**src/rtl/core/matrix_multiply_dot_engine_assert.svh**
```systemverilog
// ----------------------------------------------------------------------------
// matrix multiply dot engine assertion macros
// shared property forms for the engine's concurrent checks
// ----------------------------------------------------------------------------
`ifndef MATRIX_MULTIPLY_DOT_ENGINE_ASSERT_SVH
`define MATRIX_MULTIPLY_DOT_ENGINE_ASSERT_SVH

// same-cycle implication
`define MMDE_ASSERT_SAME(lbl, ante, cons) \
    lbl: assert property (@(posedge i_clk) disable iff (!i_rst_n) (ante) |-> (cons)) \
        else $error("mmde assertion failed");

// next-cycle implication
`define MMDE_ASSERT_NEXT(lbl, ante, cons) \
    lbl: assert property (@(posedge i_clk) disable iff (!i_rst_n) (ante) |=> (cons)) \
        else $error("mmde assertion failed");

`endif

```
**src/rtl/core/mmde_fifo.sv**
```systemverilog
// ----------------------------------------------------------------------------
// mmde_fifo
// small register queue with first-word fall-through read
// ----------------------------------------------------------------------------
`default_nettype none

module mmde_fifo #(
    parameter int WIDTH = 8,
    parameter int DEPTH = 4
) (
    input  wire logic             i_clk,
    input  wire logic             i_rst_n,
    input  wire logic             i_push,
    input  wire logic [WIDTH-1:0] i_data,
    input  wire logic             i_pop,
    output logic [WIDTH-1:0]      o_data,
    output logic                  o_full,
    output logic                  o_empty
);

    localparam int PTR_W = (DEPTH > 1) ? $clog2(DEPTH) : 1;
    localparam int CNT_W = $clog2(DEPTH + 1);

    logic [WIDTH-1:0] r_mem [DEPTH];
    logic [PTR_W-1:0] r_wr_ptr;
    logic [PTR_W-1:0] r_rd_ptr;
    logic [CNT_W-1:0] r_count;
    logic             wr_en;
    logic             rd_en;

    assign o_full  = (r_count == CNT_W'(DEPTH));
    assign o_empty = (r_count == '0);
    assign o_data  = r_mem[r_rd_ptr];
    assign wr_en   = i_push && !o_full;
    assign rd_en   = i_pop && !o_empty;

    always_ff @(posedge i_clk) begin
        if (wr_en) begin
            r_mem[r_wr_ptr] <= i_data;
        end
    end

    always_ff @(posedge i_clk) begin
        if (!i_rst_n) begin
            r_wr_ptr <= '0;
            r_rd_ptr <= '0;
            r_count  <= '0;
        end else begin
            if (wr_en) begin
                r_wr_ptr <= (r_wr_ptr == PTR_W'(DEPTH - 1)) ? '0 : r_wr_ptr + 1'b1;
            end
            if (rd_en) begin
                r_rd_ptr <= (r_rd_ptr == PTR_W'(DEPTH - 1)) ? '0 : r_rd_ptr + 1'b1;
            end
            if (wr_en && !rd_en) begin
                r_count <= r_count + 1'b1;
            end else if (rd_en && !wr_en) begin
                r_count <= r_count - 1'b1;
            end
        end
    end

endmodule

`default_nettype wire

```
**config.mk**
```make
export PLATFORM = sky130hd
export DESIGN_NAME = mmde_fifo
export DESIGN_NICKNAME = d
export VERILOG_FILES = /design/src/rtl/core/matrix_multiply_dot_engine_assert.svh /design/src/rtl/core/mmde_fifo.sv
export SDC_FILE = /design/constraint.sdc
export NUM_CORES = 1
export LEC_CHECK = 0
export ABC_AREA = 1
export BUFFER_PORTS_ARGS = -buffer_cell sky130_fd_sc_hd__buf_2
export CORE_UTILIZATION = 50
export CTS_CLUSTER_DIAMETER = 100
export DETAILED_ROUTE_END_ITERATION = 10
export PLACE_DENSITY = 0.73
export SYNTH_ARGS = -nofsm -noshare
export SYNTH_HDL_FRONTEND = slang
export SYNTH_SLANG_ARGS = --single-unit
export TNS_END_PERCENT = 10
```
**constraint.sdc**
```tcl
create_clock -name i_clk -period 1.9 [get_ports i_clk]
set_clock_uncertainty 0.05 [all_clocks]
set_input_delay 0.38 -clock i_clk [delete_from_list [all_inputs] [get_ports i_clk]]
set_output_delay 0.38 -clock i_clk [all_outputs]
set_load 0.1 [all_outputs]
```
* Word level (Yosys, flattened, before mapping)
Memory sizes are Yosys's and may differ from the RTL's. A register that Yosys moved wholly into a read port is not among the register bits.
Cells that the tools add are included.
** Cells by class
- Multiplexer cells :: 8
- $lt $le $gt $ge :: 0
- Eq/ne operators :: 3
- Add/subtract/negate cells :: 4
- Reduce and logical (&&, ||, !) cells :: 10
- Multipliers :: 0
- Shift operators :: 0
- Div/mod/pow operators :: 0
- Bitwise logic cells :: 0
** Operators with widths (number)
- $mux 2 :: 4
- $mux 3 :: 2
- $add 2x1->2 const B :: 2
- $eq 2x2->1 const B :: 2
- $logic_and 1x1->1 :: 4
- $logic_not 1->1 :: 4
- $add 3x1->3 const B :: 1
- $eq 3x3->1 const B :: 1
- $logic_not 3->1 :: 1
- $sub 3x1->3 const B :: 1
- $mux 1 :: 2
- $reduce_bool 2->1 :: 1
** Word-level totals
- Bits of input ports :: 12
- Register bits after elaboration :: 7
- Output and inout bits :: 10
- Bits in writable memories :: 32
- Word-level logic and storage cells :: 29
- Memories kept :: 1
- Bits in latches :: 0
- Bits in read-only memories :: 0
** Memories
- r_mem :: depth 4, width 8, rd ports 1, clocked after Yosys merged registers in 1, write ports 1, RTL line mmde_fifo.sv:24 : logic [WIDTH-1:0] r_mem [DEPTH];

* Logic depth before layout (Yosys ltp)
Gate-level depths: netlist of run 1.
- Depth in word-level cells :: 7
- Gate-level depth with buffers :: 13
- Mapped depth without buffers :: 13

* Least setup slack after synthesis of run 1
No wires, ideal clock.
- Path kind :: reg-to-output
- Start :: register with a tool-made name
- End :: output port o_data[5]
- Buffers on the path :: 1
- Slack :: -0.631 ns
- Arrival time :: 2.101 ns
- Data required time :: 1.470 ns
- Cell stages (with the launch flop) :: 5
- Cell sequence :: dfxtp_1 > inv_2 > buf_6 > o21ai_2 > o22ai_1
** RTL lines
- to (decl) :: RTL line mmde_fifo.sv:16 : output logic [WIDTH-1:0] o_data,

==> impl_metrics.yaml, run 1 <==
finish:
  multi_input_area_um2: 526
  n_antenna_cell: 0
  nNetsFinal: 202
  drive_gt1_share_pct: 32.1
  finish.utilization_pct: 68.9
  syn2layout_area_growth_pct: 27.3
  regArea_um2: 1150
  fin_area_um2: 2160
  nFillCells: 220
  final_cells: 228
synthesis:
  synthXorXnorAreaFrac_pct: 0
  yosys.area.top_type_share_pct: 56.8
  yosysMostFrequentCell: "nor2_1"
  synth_edf_count: 32
  synth_compound_area_share_pct: 9.53
  yosys.area_share.simple_pct: 11.9
  synth_top_family_by_area: "simple AND/OR/NAND/NOR gates"
  ys_async_sr_fraction_pct: 0
  synth-adder-area-share_pct: 5.62
  ys_ff_latch: 41
  muxShareOfSynthArea_pct: 0
  seq_area_frac_synth_pct: 67.4
  netlist_top_cells_area: "edfxtp_1, dfxtp_1, nor2_1"
  netlist_area_um2: 1690
  synth_ff_type: "edfxtp_1"
  synth_warnings: 0
  ys_types: 18
  synth_common_cells: "nor2_1, edfxtp_1, inv_1"
  syn-num-nets: 167
  synthesis.instances: 148
  yosysTopAreaCell: "edfxtp_1"
  synth.avg_cell_area_um2: 11.4
setup_path:
  cp-start-kind: "register"
  crit_fanout: 6
  cp.required_ps: 1470
  reg2reg_depth: 12
  critPathKind: "register to primary output"
  crit_arrival_ps: 1410
  setup.worst_path.end_class: "primary output"
hold_path:
  hold_path.class: "input pin to register"
  hold_depth: 1
global_route:
  grt_pass1_wl_mm: 5.22
  grt_pass1_vias: 1199
  grt-ovfl-total: 0
  antenna_found_initial: 0
  grt_use_total_pct: 20.8
  grt_max_degree: 17
route:
  drt_iter0_markers: 65
  vias: 1196
  drt-vias-per-instance: 5.25
  dr.pass1.iters: 4
  ant_nets: 0
  wl_mm: 3.23
  wire_per_inst_um: 14.2
  drc: 0
placement:
  pre_cts_ws_ps: 74.4
  io_buffers: 21
  placed_cell_area_um2: 2070
  place_congestion: 0.759
  placedCellCount: 219
  place_hpwl_mm: 2.32
timing:
  fin_ws_ps: 55.9
  fin_crit_sh_pct: 97.1
  final_hold_viol_count: 0
  max_freq_mhz: 542
  worst_pin_slew_ps: 489
  slew_viol_final: 0
  rsz0062_at_grt: "true"
  period_minus_slack_ps: 1840
  setup_viol: 0
  slew_headroom_pct: 67.6
clock_network:
  postCtsHoldBufs: 0
  cts_buffers: 5
  htree_levels: 2
  path_clk_slew_ps: 120
  clock_path_buffers: 2
  clk_latency_ps: 340
  root_buffer: "clkbuf_4"
  cts_tree: "built"
  clock_sinks: 41
floorplanning:
  initial_core_util_pct: 54.1
  die_w_um: 60.2
  dieArea_um2: 3620
  rows: 20
  core_um2: 3130
  die_y_um: 60.2
  pin_count: 22
status:
  status: "complete, no violations"
run:
  maxCapViolCount: 0
## worst paths after layout
kind	startpoint	endpoint	slack, ps
worst max-delay path	register	o_data[7]	60
worst min-delay path	i_data[2]	r_mem[1][2]$_DFFE_PP_	200
worst max register to register	r_count[0]$_SDFFE_PN0P_	r_count[2]$_SDFFE_PN0P_	140
worst min register to register	r_count[0]$_SDFFE_PN0P_	r_count[0]$_SDFFE_PN0P_	460
## metrics by stage
step	hold slack [ps]	setup TNS (ps)
global placement	439	0
floorplan	429	-98.7
detailed placement	457	0
CTS	187	0
finish	199	0
global route	177	-36.6
## worst max-delay path: stages (launching register included)
cell and delay (ps):
dfxtp_4 410, buf_4 150, o21ai_0 100, o22ai_2 210
buf_12 200
## metal layers
metal,wire length [um],track usage [%]
met4,56,11.0
met5,0,0
met1,1290,24.1
met3,143,4.98
met2,1740,35.2
## area by class of cell
type                    instances  area share, %
flip-flops and latches         41           53.3
multi-input cells              86           24.4
clock buffers                   6           1.92
inverters                      19           3.54
well taps                      44           2.55
repair buffers                 30           13.9
clock inverters                 2          0.464
## sequential cells by signal, summed over array words and instances (netlist names), named ones only
signal,cells
r_mem,32
r_count,3
r_rd_ptr,2
r_wr_ptr,2
## cell families (layout without fill, tap and decap cells)
| kind of cell | after synthesis | after routing |
|---|---|---|
| and+or+nand+nor | 51 | 51 |
| AOI/OAI and AO/OA | 28 | 28 |
| buffers and inverters | 21 | 57 |
| adders and majority gates | 7 | 7 |
| DFF | 41 | 41 |
## cell usage in the layout (no fill, tap or decap), types with 2 or more instances in the layout
cell / Yosys / layout
buf_12: 0 / 8
inv_1: 18 / 17
ha_1: 6 / 5
buf_4: 0 / 9
nand2_2: 1 / 2
o21ai_0: 14 / 11
clkbuf_4: 0 / 5
clkinv_2: 0 / 2
a21oi_1: 2 / 2
nand2_1: 14 / 13
inv_4: 0 / 2
dfxtp_1: 9 / 5
buf_2: 0 / 12
dfxtp_2: 0 / 3
o21ai_2: 3 / 3
o22ai_2: 0 / 7
o21ai_1: 1 / 4
edfxtp_1: 32 / 32
nor2_1: 33 / 32
## what timing repair did
action,in CTS,in global routing
pin swaps,0,2
endpoints found under the setup margin,9,11
setup buffers,0,1
resized for setup,6,11
Power of run 1 is not shown: default switching activity piles up to over one toggle a cycle in this logic, so the estimate is an artifact.
==> run 2: changes to the inputs <==
Settings changed: CORE_MARGIN set to 10.
==> impl_metrics.yaml, run 2 (synthesis results as in run 1) <==
status:
  status: "complete, no violations"
clock_network:
  path_clk_slew_ps: 110
  root_buffer: "clkbuf_4"
  cts_tree: "built"
  clock_path_buffers: 2
  htree_levels: 2
  clock_sinks: 41
  cts_buffers: 5
  clk_latency_ps: 360
timing:
  fin_ws_ps: 22.2
  setup_viol: 0
  max_freq_mhz: 533
  fin_crit_sh_pct: 98.8
  worst_pin_slew_ps: 302
  final_hold_viol_count: 0
  rsz0062_at_grt: "true"
  slew_headroom_pct: 80.0
  slew_viol_final: 0
  period_minus_slack_ps: 1880
route:
  drc: 0
  wl_mm: 3.72
  dr.pass1.iters: 4
  vias: 1195
  drt-vias-per-instance: 5.17
  ant_nets: 0
  drt_iter0_markers: 103
  wire_per_inst_um: 16.1
placement:
  io_buffers: 21
  pre_cts_ws_ps: 19.3
  place_hpwl_mm: 2.53
  place_congestion: 0.735
  placed_cell_area_um2: 2050
global_route:
  grt_max_degree: 17
  antenna_found_initial: 0
  grt-ovfl-total: 0
  grt_use_total_pct: 12.3
  grt_pass1_vias: 1318
  grt_pass1_wl_mm: 5.96
floorplanning:
  dieArea_um2: 6110
  core_um2: 3310
  rows: 21
  pin_count: 22
  die_y_um: 78.2
  die_w_um: 78.2
  initial_core_util_pct: 51.1
setup_path:
  cp-start-kind: "register"
  critPathKind: "register to primary output"
  setup.worst_path.end_class: "primary output"
  cp.required_ps: 1470
  crit_fanout: 8
  crit_arrival_ps: 1450
  rr_startpoint: "r_count[1]$_SDFFE_PN0P_"
finish:
  final_cell_mix: "edfxtp_1, nor2_1, inv_1, nand2_1, buf_2"
  multi_input_area_um2: 551
  n_antenna_cell: 0
  regArea_um2: 1150
  syn2layout_area_growth_pct: 29.9
  drive_gt1_share_pct: 33.0
  fin_area_um2: 2200
  nFillCells: 270
  largest_reg_flops: 32
  top_register: "r_mem"
  final_common_cell: "edfxtp_1"
  largestRegisters: "r_mem (32), r_count (3)"
  nNetsFinal: 203
run:
  maxCapViolCount: 0
hold_path:
  hp-start: "i_data[2]"
  hold_path.class: "input pin to register"
run 2: cell count changes in the layout (fill, tap and decap cells not counted), sizes merged:
| cell | delta |
|---|---|
| clkbuf | +3 |
| clkinv | -2 |
run 2: what timing repair did:
item / CTS / global route
pin swaps: 0 / 5
gates cloned: 0 / 0
endpoints found under the setup margin: 10 / 12
gates resized for setup: 11 / 28
setup buffers: 0 / 1
hold buffers: 0 / 0
run 2: cell type report:
class	count	share of cell area [%]
flip-flops and latches	41	52.3
multi-input cells	86	25.0
repair buffers	31	14.2
inverters	19	3.58
well taps	46	2.62
clock buffers	8	2.22
run 2: critical path, cell delays in order (launching register included):
cell and delay (ps):
dfxtp_4 430, buf_4 160, o21ai_0 90, o22ai_2 200
buf_12 200
run 2: path summary, 6_finish.rpt:
kind / end / slack [ps] / cells past startpoint
setup / recovery: o_data[2] / 20 / 4
hold / removal: r_mem[0][2]$_DFFE_PP_ / 190 / 1
setup reg to reg: r_count[2]$_SDFFE_PN0P_ / 60 / 12
hold reg to reg: r_count[0]$_SDFFE_PN0P_ / 480 / 2
run 2: routing by layer:
metal	part of all wire, %	global-route usage (%)	up-vias
met3	4.7	3.64	8
met5	0	0	-
li1	-	-	579
met2	55	23.4	23
met4	1.7	6.63	0
met1	39	11.3	585
run 2: through the flow:
stage	hold WS [ps]	util, %	TNS [ps]	cells
after floorplan	429	-	-98.7	148
after global placement	438	61.9	0	222
after detailed placement	473	61.9	0	222
after CTS	178	64.0	-43.1	230
after global routing	179	66.4	-229	231
final	188	66.4	0	231
Power of run 2 is left out for the same reason.
