--- config.mk ---
export PLATFORM = sky130hd
export DESIGN_NAME = mmde_front
export DESIGN_NICKNAME = d
export VERILOG_FILES = /design/src/rtl/core/matrix_multiply_dot_engine_assert.svh /design/src/rtl/core/mmde_pkg.sv /design/src/rtl/core/mmde_front.sv
export SDC_FILE = /design/constraint.sdc
export NUM_CORES = 1
export LEC_CHECK = 0
export ABC_CLOCK_PERIOD_IN_PS = 2620
export BUFFER_PORTS_ARGS = -buffer_cell sky130_fd_sc_hd__buf_2
export CAP_MARGIN = 0
export CORE_MARGIN = 1
export CORE_UTILIZATION = 44
export CTS_CLUSTER_DIAMETER = 100
export DETAILED_ROUTE_END_ITERATION = 10
export GPL_TIMING_DRIVEN = 0
export HOLD_SLACK_MARGIN = 0.12
export PLACE_DENSITY = 0.8
export SLEW_MARGIN = 10
export SYNTH_ARGS = -nofsm -noshare
export SYNTH_HDL_FRONTEND = slang
export SYNTH_SLANG_ARGS = --single-unit
--- constraint.sdc ---
create_clock -name i_clk -period 2.62 [get_ports i_clk]
set_input_delay 0.524 -clock i_clk [delete_from_list [all_inputs] [get_ports i_clk]]
set_output_delay 0.524 -clock i_clk [all_outputs]
set_load 0.03 [all_outputs]
--- src/rtl/core/matrix_multiply_dot_engine_assert.svh ---
// ----------------------------------------------------------------------------
// matrix multiply dot engine assertion macros
// shared property forms for the engine's concurrent checks
// ----------------------------------------------------------------------------
`ifndef MATRIX_MULTIPLY_DOT_ENGINE_ASSERT_SVH
`define MATRIX_MULTIPLY_DOT_ENGINE_ASSERT_SVH

// same-cycle implication
`define MMDE_ASSERT_SAME(lbl, ante, cons) \
    lbl: assert property (@(posedge i_clk) disable iff (!i_rst_n) (ante) |-> (cons)) \
        else $error("mmde assertion failed");

// next-cycle implication
`define MMDE_ASSERT_NEXT(lbl, ante, cons) \
    lbl: assert property (@(posedge i_clk) disable iff (!i_rst_n) (ante) |=> (cons)) \
        else $error("mmde assertion failed");

`endif

--- src/rtl/core/mmde_pkg.sv ---
// ----------------------------------------------------------------------------
// mmde_pkg
// shared types and codes of the matrix multiply dot engine
// ----------------------------------------------------------------------------
`default_nettype none

package mmde_pkg;

    localparam int DIM_W  = 7;
    localparam int IDX_W  = 6;
    localparam int VAL_W  = 16;
    localparam int RES_W  = 40;

    typedef logic [1:0] t_req_type;
    typedef logic [1:0] t_cmd_kind;

    localparam t_req_type REQ_WR_A = 2'd0;
    localparam t_req_type REQ_WR_B = 2'd1;
    localparam t_req_type REQ_MAC  = 2'd2;

    localparam t_cmd_kind CMD_WR_A = 2'd0;
    localparam t_cmd_kind CMD_WR_B = 2'd1;
    localparam t_cmd_kind CMD_MAC  = 2'd2;
    localparam t_cmd_kind CMD_ERR  = 2'd3;

    localparam logic [1:0] CFG_ROWS_A    = 2'd0;
    localparam logic [1:0] CFG_INNER_DIM = 2'd1;
    localparam logic [1:0] CFG_COLS_B    = 2'd2;

    localparam logic [DIM_W-1:0] DIM_RESET = 7'd64;

    typedef struct packed {
        logic signed [RES_W-1:0] dot_result;
        logic                    range_error;
    } t_result;

endpackage

`default_nettype wire

--- src/rtl/core/mmde_front.sv ---
// ----------------------------------------------------------------------------
// mmde_front
// configuration registers, request intake, range check and address forming
// ----------------------------------------------------------------------------
`default_nettype none

module mmde_front #(
    parameter int MAX_DIM    = 64,
    parameter int ELEM_WIDTH = 16,
    parameter int ADDR_W     = 12
) (
    input  wire logic                          i_clk,
    input  wire logic                          i_rst_n,
    input  wire logic                          i_cfg_we,
    input  wire logic [1:0]                    i_cfg_index,
    input  wire logic [mmde_pkg::DIM_W-1:0]    i_cfg_data,
    input  wire logic                          i_push,
    input  wire logic                          i_cmd_full,
    input  wire mmde_pkg::t_req_type           i_req_type,
    input  wire logic [mmde_pkg::IDX_W-1:0]    i_row_index,
    input  wire logic [mmde_pkg::IDX_W-1:0]    i_col_index,
    input  wire logic signed [mmde_pkg::VAL_W-1:0] i_elem_value,
    output logic                               o_cmd_push,
    output mmde_pkg::t_cmd_kind                o_cmd_kind,
    output logic [ADDR_W-1:0]                  o_cmd_addr_a,
    output logic [ADDR_W-1:0]                  o_cmd_addr_b,
    output logic [ELEM_WIDTH-1:0]              o_cmd_data,
    output logic [mmde_pkg::DIM_W-1:0]         o_cmd_count
);

    import mmde_pkg::*;

    logic [DIM_W-1:0] r_rows_a;
    logic [DIM_W-1:0] r_inner_dim;
    logic [DIM_W-1:0] r_cols_b;

    logic [DIM_W-1:0] nr;
    logic [DIM_W-1:0] nk;
    logic [DIM_W-1:0] nc;
    logic [DIM_W-1:0] lim_r;
    logic [DIM_W-1:0] lim_c;
    logic [DIM_W-1:0] row_ext;
    logic [DIM_W-1:0] col_ext;
    logic             out_of_range;
    logic [ADDR_W-1:0] addr_elem;
    logic [ADDR_W-1:0] addr_row;
    logic signed [ELEM_WIDTH+VAL_W-1:0] elem_ext;

    always_ff @(posedge i_clk) begin
        if (!i_rst_n) begin
            r_rows_a    <= DIM_RESET;
            r_inner_dim <= DIM_RESET;
            r_cols_b    <= DIM_RESET;
        end else if (i_cfg_we) begin
            case (i_cfg_index)
                CFG_ROWS_A:    r_rows_a    <= i_cfg_data;
                CFG_INNER_DIM: r_inner_dim <= i_cfg_data;
                CFG_COLS_B:    r_cols_b    <= i_cfg_data;
                default: begin
                end
            endcase
        end
    end

    // dimensions above the store size saturate
    assign nr = (32'(r_rows_a) > MAX_DIM) ? DIM_W'(MAX_DIM) : r_rows_a;
    assign nk = (32'(r_inner_dim) > MAX_DIM) ? DIM_W'(MAX_DIM) : r_inner_dim;
    assign nc = (32'(r_cols_b) > MAX_DIM) ? DIM_W'(MAX_DIM) : r_cols_b;

    assign row_ext = {1'b0, i_row_index};
    assign col_ext = {1'b0, i_col_index};

    always_comb begin
        case (i_req_type)
            REQ_WR_A: begin
                lim_r = nr;
                lim_c = nk;
            end
            REQ_WR_B: begin
                lim_r = nk;
                lim_c = nc;
            end
            default: begin
                lim_r = nr;
                lim_c = nc;
            end
        endcase
    end

    assign out_of_range = (row_ext >= lim_r) || (col_ext >= lim_c);
    assign addr_elem = ADDR_W'(32'(i_row_index) * MAX_DIM + 32'(i_col_index));
    assign addr_row  = ADDR_W'(32'(i_row_index) * MAX_DIM);
    assign elem_ext  = (ELEM_WIDTH + VAL_W)'(i_elem_value);

    always_comb begin
        o_cmd_push   = i_push && !i_cmd_full;
        o_cmd_kind   = CMD_ERR;
        o_cmd_addr_a = addr_elem;
        o_cmd_addr_b = addr_elem;
        o_cmd_data   = elem_ext[ELEM_WIDTH-1:0];
        o_cmd_count  = nk;
        case (i_req_type)
            REQ_WR_A: o_cmd_kind = out_of_range ? CMD_ERR : CMD_WR_A;
            REQ_WR_B: o_cmd_kind = out_of_range ? CMD_ERR : CMD_WR_B;
            REQ_MAC: begin
                o_cmd_kind   = out_of_range ? CMD_ERR : CMD_MAC;
                o_cmd_addr_a = addr_row;
                o_cmd_addr_b = ADDR_W'(i_col_index);
            end
            default: o_cmd_push = 1'b0;
        endcase
    end

endmodule

`default_nettype wire

Word-level counts from Yosys, hierarchy flattened
Index checks and enable logic that the tools add are counted.

Register bits after elaboration: 21. Bits of input ports: 44. Output and inout bits: 50. Logic and storage cells: 34.

$add $sub $neg: 1. $lt $le $gt $ge: 5. Eq/ne operators: 4. Muxes and demuxes: 12. Reductions and logical operators: 9.

Operators with widths (number): 7-bit 2-to-1 mux (5); 12-bit 2-to-1 mux (2); 7-bit greater-than comparator (second input constant) (3); 6-bit by 7-bit >= comparator with 1-bit output (2); 12-bit by 6-bit adder with 12-bit output (1); 2-bit case mux with 3 select lines (1); 2-bit AND reduction (3); 2-bit by 1-bit equality test with 1-bit output (second input constant) (2); 2-bit equality test (second input constant) (2); 2-bit zero test (2); 2-bit 2-to-1 mux (2); 3-bit OR reduction (1); 1-bit 2-to-1 mux (2); 1-bit logical AND (1); 1-bit zero test (1); 1-bit logical OR (1).

Logic depth before layout (Yosys ltp)
Word-level depth: 7. Depth in mapped cells: 10. Depth with buffers taken out: 9.

Worst setup path before layout
No wires, ideal clock.

Path kind: reg-to-output. From: register r_inner_dim[6]. To: output port o_cmd_kind[0]. Arrival: 2221 ps. Data required time: 2096 ps. Slack: -125 ps. Cell stages (with the launch flop): 8. Path buffers: 0. Cell sequence: dfxtp_1 > nor2b_1 > a21oi_1 > ha_1 > a21oi_1 > o21ai_0 > a221oi_1 > o221ai_1.

Word-level cells in the longest chain between the ends: 7. Elaborated cells between the ends (all ways): 10. Classes of those cells: 3 x order compare; 6 x mux; 1 x reduce/logical.

RTL lines: start: declaration (RTL line mmde_front.sv:34) `logic [DIM_W-1:0] r_inner_dim;`; start signal: assignment (RTL line mmde_front.sv:57) `CFG_INNER_DIM: r_inner_dim <= i_cfg_data;`; 7-bit greater-than comparator * (RTL line mmde_front.sv:67) `assign nk = (32'(r_inner_dim) > MAX_DIM) ? DIM_W'(MAX_DIM) : r_inner_dim;`; 7-bit 2-to-1 mux * (RTL line mmde_front.sv:67); net o_cmd_count, one bit (RTL line mmde_front.sv:28) `output logic [mmde_pkg::DIM_W-1:0] o_cmd_count`; 7-bit 2-to-1 mux (RTL line mmde_front.sv:74) `case (i_req_type)`; 6-bit by 7-bit >= comparator with 1-bit output (RTL line mmde_front.sv:90) `assign out_of_range = (row_ext >= lim_r) || (col_ext >= lim_c);`; 1-bit logical OR * (RTL line mmde_front.sv:90); 1-bit 2-to-1 mux / 2-bit 2-to-1 mux (equally long branches) (RTL line mmde_front.sv:106, mmde_front.sv:103); 2-bit case mux with 3 select lines * (RTL line mmde_front.sv:102) `case (i_req_type)`; end: declaration (RTL line mmde_front.sv:24) `output mmde_pkg::t_cmd_kind o_cmd_kind,`.

Mark *: on every way through the listed nets, which the timed path passes. The rest lies on a longest branch.

Worst setup path after layout
From: input port i_req_type[0]. To: output port o_cmd_kind[0].

Word-level cells in the longest chain between the ends: 6. Elaborated cells between the ends (all ways): 11. Classes of those cells: 2 x order compare; 2 x eq/ne; 5 x mux; 2 x reduce/logical.

RTL lines: start: declaration (RTL line mmde_front.sv:19) `input wire mmde_pkg::t_req_type i_req_type,`; 2-bit by 1-bit equality test with 1-bit output / 2-bit zero test (equally long branches) (RTL line mmde_front.sv:74, mmde_front.sv:102); 7-bit 2-to-1 mux (RTL line mmde_front.sv:74); 6-bit by 7-bit >= comparator with 1-bit output (RTL line mmde_front.sv:90); 1-bit logical OR (RTL line mmde_front.sv:90); 1-bit 2-to-1 mux / 2-bit 2-to-1 mux (equally long branches) (RTL line mmde_front.sv:106, mmde_front.sv:103); 2-bit case mux with 3 select lines * (RTL line mmde_front.sv:102).

Mark *: on every way between the ends. The rest lies on a longest branch, timed or not.

==> impl_metrics.toml <==
[clock_network]
numCtsBuffers = 3
postCtsHoldBufs = 0
cts_root_buffer = "clkbuf_8"
cts.sinks = 21
cts_tree = "done"
clockBufferDepth = 2
clkTransAtPathRegs_ns = 0.07
cts.htree.levels = 1
clk_latency_ns = 0.26

[global_route]
grtUsageTotal_pct = 19.39
grt_pass1_vias = 1349
grt_pass1_wl_mm = 6.065
antenna_found_initial = 0
grt_max_degree = 13
gr-total-overflow = 0

[die]
ios = 94
die_h_um = 62.83
dieArea_mm2 = 0.003947
start_util_pct = 47.29
placementRows = 21
core_mm2 = 0.003442
chipWidth_um = 62.83

[drt]
drt_iter0_drc = 45
drc = 0
drt_wl_total_mm = 3.969
routedWlPerCell_um = 12.40
dr.pass1.iters = 4
viasPerCell = 4.797
route.vias.total = 1535
ant_nets = 0

[power]
clockPowerShare_pct = 24.3
intPower_uw = 573.0
power_density_mw_per_mm2 = 362.9
p_seq_share_pct = 39.2
comb_power_share_pct = 36.4
power.switching_uw = 285.1
ir_worst_vdd_mv = 0.3198
leakage_nw = 1.166
p_sw_share_pct = 33.23

[synthesis]
ys.flop_type = "dfxtp_1"
yosys-top-cells-count = "buf_4, nor2b_1, dfxtp_1, mux2i_1, a21oi_1"
ys_seq_area_share_pct = 25.83
yosysTopAreaCell = "dfxtp_1"
async_flop_share_pct = 0
synth.distinct_cells = 23
yosysMostFrequentCell = "buf_4"
syn_nets = 241
synth_edf_count = 0
syn-instance-count = 185
ys_ff_latch = 21
netlist_area_mm2 = 0.001628
yosys_warnings = 0
synth_top_area_share_pct = 25.83
ys_top_cells_by_area = "dfxtp_1, buf_4, mux2i_1, nor2b_1, ha_1"
avgSynthCellArea_um2 = 8.799

[worst_setup_path]
critical_path_arrival_ns = 2.30
cp_max_fo = 5
end_kind = "output pin"
start_kind = "primary input"
critPathRequiredTime_ns = 2.10
criticalPathCategory = "in -> out"

[final_layout]
num_antenna_cells = 0
final_cells = 320
synthToLayoutAreaGrowth_pct = 45.27
final_nets = 331
stdcell_area_mm2 = 0.002365
n_fill_cell = 289
drive_gt1_share_pct = 54.38

[timing]
worst_slack_ns = -0.2075
slew_headroom_pct = 73.23
whs_ns = 0.5073
fmax_mhz = 353.7
rsz0062_at_grt = "yes"
finalHoldViolCount = 0
finalSetupViolCount = 2
fin_crit_sh_pct = 107.9
worst_pin_slew_ns = 0.4015
finalSetupTns_ns = -0.3989
period_minus_slack_ns = 2.827
slew_viol_final = 0
fin_skew_ns = 0

[min_path]
min-delay-path-class = "in -> reg"

[place]
numPortBuffers = 77
place_area_mm2 = 0.002163
gp_congestion = 0.7613
dpl.cell_count = 308
dpl.hpwl_mm = 2.946

[run]
maxCapViolCount = 0

[run_status]
violations = "setup timing"
status = "finished with violations"
## per-stage QoR
stage / util, % / setup slack, ns / total power, mW
after global routing: 68.70 / -0.3036 / 0.9025
after detailed placement: 62.85 / -0.4423 / 0.6300
final: 68.70 / -0.2075 / 0.8581
after floorplan: - / 0.02544 / 0.5486
after CTS: 67.61 / -0.1951 / 0.8579
after global placement: 62.85 / -0.3922 / 0.6254
## path summary, 6_finish.rpt
path	endpoint	cells after the start	slack [ns]	from
min	r_rows_a[6]$_SDFFE_PN1P_	3	0.51	i_cfg_data[6]
max reg2reg	r_cols_b[6]$_SDFFE_PN1P_	3	1.82	r_cols_b[6]$_SDFFE_PN1P_
min reg2reg	r_inner_dim[5]$_SDFFE_PN0P_	2	0.51	r_inner_dim[5]$_SDFFE_PN0P_
max	o_cmd_kind[0]	12	-0.21	i_req_type[0]
## worst max-delay path: stages
cell,delay (ns)
buf_12,0.11
nor2_4,0.15
buf_6,0.14
nor3b_2,0.04
a21oi_1,0.14
ha_1,0.27
a21oi_2,0.14
o21ai_2,0.07
a221oi_2,0.25
buf_4,0.19
o221ai_4,0.11
buf_6,0.15
## sequential cells by signal (all words and copies together), names as in the netlist
name,flops
r_cols_b,7
r_inner_dim,7
r_rows_a,7
## power by group through the flow
stage          registers (mW)  logic [mW]  clock network (mW)
2_1_floorplan           0.342       0.207                   0
3_3_place_gp            0.344       0.281                   0
3_5_place_dp            0.345       0.285                   0
4_1_cts                 0.336       0.307               0.215
5_1_grt                 0.337       0.334               0.231
6_report                0.337       0.313               0.209
## what timing repair did
action	CTS	global route
buffers inserted	5	1
pin swaps	8	9
resized for setup	22	7
setup endpoints to repair	2	2
gates cloned	1	1
## routing by layer
metal	vias to the layer above	routed length, um	track usage, %
li1	780	-	-
met1	700	1743	23.54
met5	-	0	0
met3	2	178	3.832
met2	53	2031	35.19
met4	0	15	3.488
## placed cells by master, fill, tap and decap left out, drive strengths merged, types with 4 or more instances in the layout
cell type,n
a21o,4
a21oi,14
and2,10
buf,120
clkbuf,6
dfxtp,21
ha,12
inv,5
mux2i,21
nand2,6
nor2b,26
nor3b,13
## cells by family (layout without fill, tap and decap cells)
| logic type | count (synthesis) | after routing | synth area share, % |
|---|---|---|---|
| AO/OA/AOI/OAI | 25 | 25 | 9.378 |
| buffers and inverters | 43 | 132 | 17.37 |
| multiplexers | 23 | 23 | 14.53 |
| AND/OR/NAND/NOR | 61 | 61 | 23.67 |
| adder cells (fa/ha/maj) | 12 | 12 | 9.223 |
| flip-flops | 21 | 21 | 25.83 |
## cell type report
cell class	instances	area, um^2	area share, %
well taps	46	57.56	2.434
clock buffers	3	41.29	1.746
repair buffers	85	483.0	20.42
multi-input cells	121	1054	44.55
clock inverters	1	5.005	0.2116
flip-flops and latches	21	424.2	17.94
plain buffers	38	274.0	11.59
inverters	5	26.28	1.111
Note: power is estimated with default switching activity, not from simulation.
